===== config.mk =====
export PLATFORM = sky130hd
export DESIGN_NAME = plsfa_ctrl
export DESIGN_NICKNAME = d
export VERILOG_FILES = /design/src/rtl/plsfa_pkg.sv /design/src/rtl/plsfa_ctrl.sv
export SDC_FILE = /design/constraint.sdc
export NUM_CORES = 1
export LEC_CHECK = 0
export ABC_AREA = 0
export BUFFER_PORTS_ARGS = -buffer_cell sky130_fd_sc_hd__buf_2
export CORE_ASPECT_RATIO = 0.8
export CORE_MARGIN = 3
export CORE_UTILIZATION = 45
export CTS_CLUSTER_DIAMETER = 40
export DETAILED_ROUTE_END_ITERATION = 7
export PLACE_DENSITY = 0.69
export SYNTH_ARGS = -nofsm -noshare
export SYNTH_HDL_FRONTEND = slang
export SYNTH_SLANG_ARGS = --single-unit

===== constraint.sdc =====
create_clock -name clk -period 3.4 [get_ports clk]
set_input_delay 0.17 -clock clk [delete_from_list [all_inputs] [get_ports clk]]
set_output_delay 0.17 -clock clk [all_outputs]
set_load 0.005 [all_outputs]

===== src/rtl/plsfa_pkg.sv =====
// Shared constants, types and helpers for the power-law spring force accumulator.
package plsfa_pkg;

    localparam int PARTICLE_COUNT = 1024;
    localparam int ADDR_W         = $clog2(PARTICLE_COUNT);
    localparam int IDX_W          = 10;
    localparam int POS_W          = 32;
    localparam int FORCE_W        = 48;
    localparam int ACC_W          = 3 * FORCE_W;
    localparam int IN_DATA_W      = 280;
    localparam int OUT_DATA_W     = 152;
    localparam int ONE_Q16        = 65536;

    localparam logic [1:0] LAW_INVALID = 2'd0;
    localparam logic [1:0] LAW_RECIP   = 2'd1;
    localparam logic [1:0] LAW_SQUARE  = 2'd2;
    localparam logic [1:0] LAW_QUART   = 2'd3;

    localparam logic [46:0] MAXMAG   = {47{1'b1}};
    localparam logic [47:0] MAX_ACC  = {1'b0, {47{1'b1}}};
    localparam logic [47:0] MIN_ACC  = {1'b1, {47{1'b0}}};

    localparam logic [5:0] MUL_LAST  = 6'd3;
    localparam logic [5:0] ROOT_LAST = 6'd32;
    localparam logic [5:0] DIV_LAST  = 6'd49;

    typedef enum logic [2:0] {
        OP_SQ,
        OP_ROOT,
        OP_DIV,
        OP_Q2,
        OP_Q4,
        OP_KM,
        OP_FM
    } op_t;

    typedef struct packed {
        logic       load;
        logic       start;
        op_t        op;
        logic [1:0] axis;
        logic       zero_flag;
        logic       fac;
        logic       acc_sel_second;
        logic       acc_upd;
        logic       acc_read_clr;
        logic       clr;
        logic       out_load;
    } ctrl_cmd_t;

    typedef struct packed {
        logic       action;
        logic       done;
        logic       zero;
        logic [1:0] law;
        logic       clr_last;
        logic       out_free;
    } dp_status_t;

    function automatic logic [48:0] sat_add48(logic signed [47:0] a, logic signed [47:0] b);
        logic signed [48:0] s;
        s = {a[47], a} + {b[47], b};
        if (s[48] != s[47])
        begin
            return {1'b1, (s[48] ? MIN_ACC : MAX_ACC)};
        end
        return {1'b0, s[47:0]};
    endfunction

endpackage


===== src/rtl/plsfa_ctrl.sv =====
// Controller state machine sequencing the spring force datapath.
module plsfa_ctrl import plsfa_pkg::*; (
    input  logic       clk,
    input  logic       rst_n,
    input  logic       in_valid,
    output logic       in_ready,
    input  dp_status_t status,
    output ctrl_cmd_t  cmd
);

    typedef enum logic [4:0] {
        ST_INIT,
        ST_IDLE,
        ST_SQ,
        ST_CHECK,
        ST_ROOT,
        ST_DIV,
        ST_Q2,
        ST_Q4,
        ST_FAC,
        ST_KM,
        ST_FM,
        ST_RD1,
        ST_UP1,
        ST_RD2,
        ST_UP2,
        ST_RDR,
        ST_RCL,
        ST_OUT
    } state_t;

    state_t     state_reg, state_next;
    logic       start_reg, start_next;
    logic [1:0] axis_reg, axis_next;

    always_ff @(posedge clk or negedge rst_n)
    begin
        if (!rst_n)
        begin
            state_reg <= ST_INIT;
            start_reg <= 1'b0;
            axis_reg  <= 2'd0;
        end
        else
        begin
            state_reg <= state_next;
            start_reg <= start_next;
            axis_reg  <= axis_next;
        end
    end

    assign in_ready = (state_reg == ST_IDLE);

    always_comb
    begin
        state_next         = state_reg;
        start_next         = 1'b0;
        axis_next          = axis_reg;
        cmd                = '0;
        cmd.start          = start_reg;
        cmd.axis           = axis_reg;
        cmd.op             = OP_SQ;
        unique case (state_reg)
            ST_INIT:
            begin
                cmd.clr = 1'b1;
                if (status.clr_last)
                begin
                    state_next = ST_IDLE;
                end
            end
            ST_IDLE:
            begin
                if (in_valid)
                begin
                    cmd.load  = 1'b1;
                    axis_next = 2'd0;
                    if (status.action)
                    begin
                        state_next = ST_RDR;
                    end
                    else
                    begin
                        state_next = ST_SQ;
                        start_next = 1'b1;
                    end
                end
            end
            ST_SQ:
            begin
                cmd.op = OP_SQ;
                if (status.done)
                begin
                    if (axis_reg == 2'd2)
                    begin
                        axis_next  = 2'd0;
                        state_next = ST_CHECK;
                    end
                    else
                    begin
                        axis_next  = axis_reg + 2'd1;
                        start_next = 1'b1;
                    end
                end
            end
            ST_CHECK:
            begin
                if (status.zero)
                begin
                    cmd.zero_flag = 1'b1;
                    state_next    = ST_OUT;
                end
                else
                begin
                    state_next = ST_ROOT;
                    start_next = 1'b1;
                end
            end
            ST_ROOT:
            begin
                cmd.op = OP_ROOT;
                if (status.done)
                begin
                    state_next = ST_DIV;
                    start_next = 1'b1;
                end
            end
            ST_DIV:
            begin
                cmd.op = OP_DIV;
                if (status.done)
                begin
                    if (status.law == LAW_RECIP)
                    begin
                        state_next = ST_FAC;
                    end
                    else
                    begin
                        state_next = ST_Q2;
                        start_next = 1'b1;
                    end
                end
            end
            ST_Q2:
            begin
                cmd.op = OP_Q2;
                if (status.done)
                begin
                    if (status.law == LAW_QUART)
                    begin
                        state_next = ST_Q4;
                        start_next = 1'b1;
                    end
                    else
                    begin
                        state_next = ST_FAC;
                    end
                end
            end
            ST_Q4:
            begin
                cmd.op = OP_Q4;
                if (status.done)
                begin
                    state_next = ST_FAC;
                end
            end
            ST_FAC:
            begin
                cmd.fac    = 1'b1;
                axis_next  = 2'd0;
                state_next = ST_KM;
                start_next = 1'b1;
            end
            ST_KM:
            begin
                cmd.op = OP_KM;
                if (status.done)
                begin
                    state_next = ST_FM;
                    start_next = 1'b1;
                end
            end
            ST_FM:
            begin
                cmd.op = OP_FM;
                if (status.done)
                begin
                    if (axis_reg == 2'd2)
                    begin
                        state_next = ST_RD1;
                    end
                    else
                    begin
                        axis_next  = axis_reg + 2'd1;
                        state_next = ST_KM;
                        start_next = 1'b1;
                    end
                end
            end
            ST_RD1:
            begin
                state_next = ST_UP1;
            end
            ST_UP1:
            begin
                cmd.acc_upd = 1'b1;
                state_next  = ST_RD2;
            end
            ST_RD2:
            begin
                cmd.acc_sel_second = 1'b1;
                state_next         = ST_UP2;
            end
            ST_UP2:
            begin
                cmd.acc_sel_second = 1'b1;
                cmd.acc_upd        = 1'b1;
                state_next         = ST_OUT;
            end
            ST_RDR:
            begin
                state_next = ST_RCL;
            end
            ST_RCL:
            begin
                cmd.acc_read_clr = 1'b1;
                state_next       = ST_OUT;
            end
            ST_OUT:
            begin
                if (status.out_free)
                begin
                    cmd.out_load = 1'b1;
                    state_next   = ST_IDLE;
                end
            end
            default:
            begin
                state_next = ST_IDLE;
            end
        endcase
    end

endmodule


==> results by group <==
Run status
  • Status: finished, final reports clean

Setup path
  • Worst path arrival time: 2.40 ns
  • R2R Path Start: state_reg[0]
  • Max stage delay on crit path: 0.72 ns
  • Worst path cell trace: nand2b_1 -> o32ai_2 -> and3_4 -> nor4_4 -> mux2_1
  • CP max-delay cell: dfrtp_1
  • Reg2reg end: state_reg[0]
  • Setup CP Type: flop to flop
  • WP buf/inv: 0
  • Startpoint Class: flop
  • Crit path from: state_reg[0]
  • Worst reg2reg path depth: 5
  • CP delay by family, top: simple AND/OR/NAND/NOR gates
  • Req. time, crit path: 3.53 ns
  • CP Max Fanout: 18
  • Crit. End Element: flop
  • Setup slack, reg-to-reg: 1.13 ns

Timing
  • RSZ-0062 raised after global routing: false
  • Slew @ Worst Pin: 0.6633 ns
  • Setup Viol. Count Final: 0
  • Final period utilization: 66.64%
  • Final hold vios: 0
  • Max frequency: ~0.44 GHz
  • Slew Limit Headroom: a little under three fifths
  • Worst Skew: 0.005079 ns
  • Max Slew Vio Count: 0
  • Crit path time final: 2.266 ns
  • Hold slack: ~0.28 ns
  • TNS Setup: 0 ns

Final layout
  • # diodes: 0
  • Share of cells above drive strength 1: 22.22%
  • Largest register FFs: 5
  • Final #Nets: between 150 and 200
  • Fill count: 206
  • Design area: 0.001104 mm2
  • Synthesis-to-finish area growth: 11.50%

Floorplan
  • Chip height: 47.95 um
  • Rows: 14
  • Io pins: 25
  • Die Width: just under 60 um
  • Die area: 0.002801 mm2
  • Core area: between 0.0015 and 0.002 mm2
  • Starting density of the core: 50.00%

Yosys
  • Synth top area share: about a fifth
  • Syn Nets: about 140
  • Mean Syn Cell Area: 7.672 um2
  • Ys async rst share: 100.0%
  • Number of flops mapped to enable cells by yosys: 0
  • Cell count after synthesis: between 100 and 150
  • Area leader, netlist: dfrtp_1
  • Main synth FF type: dfrtp_1
  • Commonest cells in the netlist: a21oi_1, dfrtp_1, inv_1, nor2_1
  • Seq cells post-synth: 8
  • Synth unique cells: 43
  • Synth top area cells: dfrtp_1, a21oi_1, nand2b_1
  • Area of the mapped netlist: around 1000 um2
  • Synth warn: 0
  • Share of the yosys chip area belonging to registers: 20.23%
  • Most common cell in the netlist: a21oi_1

Drt
  • DRC Markers: 0
  • Length of the first detailed-routing pass in iterations: 4
  • Final WL: 2.603 mm
  • DR WL/cell: 15.49 um
  • Via count: ~1000
  • Iter 0 DRT Violations: 31
  • Antenna Violating Nets Remaining: 0
  • Vias/cell: 6.196

Clock network
  • CTS Sinks: 8
  • Clock transition at path regs: 0.05 ns
  • # H-tree levels: 1
  • Root Buffer: clkbuf_4
  • Clock Tree Buf Depth: 2
  • CTS tree: yes
  • Post-CTS resize count: 0
  • Total CTS buffers: 3
  • Clk Latency, worst-skew pair: ~0.26 ns

Flow run
  • Max-Cap Viols: 0

Placed design
  • Dpl cell area: 0.001071 mm2
  • Post-DP HPWL: around 1.9 mm
  • Port Buffers: 24
  • GP Congestion: 0.9808

Global routing
  • First-pass GRT wire length: approximately 4.3 mm
  • GRT Overall Usage: 20.47%
  • Total congestion overflow: 0
  • Initial antenna violation count: 0
  • Largest net degree at the start of global routing: 25
  • Vias in the first global route: around 900

Power and ir drop
  • Peak VDD IR: 0.5130 mV
  • Tot Pwr: 998.0 uW
  • Pwr per Cell Area: 904.4 mW/mm2
  • P_leak: a little under 0.5 nW

Worst hold path
  • Worst hold path type: primary input to async pin
[how the worst max path moves through the flow]
| stage | end | slack (ns) | cells after the start |
|---|---|---|---|
| after detailed placement | state_reg[0] | 1.16 | 5 |
| after CTS | state_reg[0] | 1.14 | 5 |
| final | state_reg[0] | 1.13 | 5 |
| after global routing | state_reg[1] | 1.00 | 5 |
| after global placement | state_reg[0] | 1.21 | 5 |
| after floorplan | state_reg[0] | 1.60 | 6 |
[repair_timing]
item | 4_1_cts | 5_1_grt
setup buffers | 0 | 0
hold buffers | 1 | 0
hold endpoints to repair | 8 | 0
setup endpoints to repair | 0 | 0
[metal layers]
metal  GRT usage (%)  wire length (um)  vias to the layer above
li1                -                 -                      508
met5               0                 0                        -
met3           7.008               268                        2
met1           28.50              1228                      469
met2           30.73              1091                       62
met4           4.167                14                        0
[where the power goes]
part / leakage [nW] / total (mW) / switching, mW / internal (mW)
sequential: 0.104 / 0.281 / 0.148 / 0.133
clock: 0.0138 / 0.0737 / 0.0332 / 0.0404
combinational: 0.366 / 0.643 / 0.331 / 0.312
[kinds of logic (layout without fill, tap and decap cells)]
group / count (synthesis) / after routing / synth area share [%]
AOI/OAI and AO/OA: 35 / 35 / 24.28
adders and majority gates: 3 / 3 / 3.793
buffers and inverters: 21 / 36 / 9.987
DFF: 8 / 8 / 20.23
muxes: 7 / 7 / 7.459
and+or+nand+nor: 55 / 55 / 34.26
[layout make-up]
| class | instances | area [um2] | share of cell area, % |
|---|---|---|---|
| multi-input combinational | 100 | 690.7 | 62.58 |
| sequential | 8 | 200.2 | 18.14 |
| clock buffer | 3 | 22.52 | 2.041 |
| tap | 24 | 30.03 | 2.721 |
| inverter | 8 | 30.03 | 2.721 |
| timing repair buffer | 25 | 130.1 | 11.79 |
[cell usage in the layout (no fill, tap or decap), types with 2 or more instances in the layout]
master / n
buf_2: 24
mux2i_1: 4
nand3_1: 2
nor3_1: 6
or4_1: 2
dfrtp_1: 8
or3_1: 3
nor2_1: 8
a211o_1: 2
a21oi_1: 9
a22oi_1: 2
mux2_1: 3
nand2_1: 7
a31oi_1: 2
o21ai_0: 7
nor4_1: 4
nand3b_1: 3
nand2b_1: 7
clkbuf_4: 3
nor2b_1: 6
a32oi_1: 2
inv_1: 8
ha_1: 3
[per-stage QoR]
stage | std cells | utilization [%] | setup WS, ns
5_1_grt | 168 | 55.75 | 1.001
3_5_place_dp | 164 | 54.11 | 1.157
6_report | 168 | 55.75 | 1.134
4_1_cts | 168 | 55.75 | 1.143
3_3_place_gp | 164 | 54.11 | 1.209
2_1_floorplan | 129 | - | 1.600
Power figures use the tool's default switching activity.
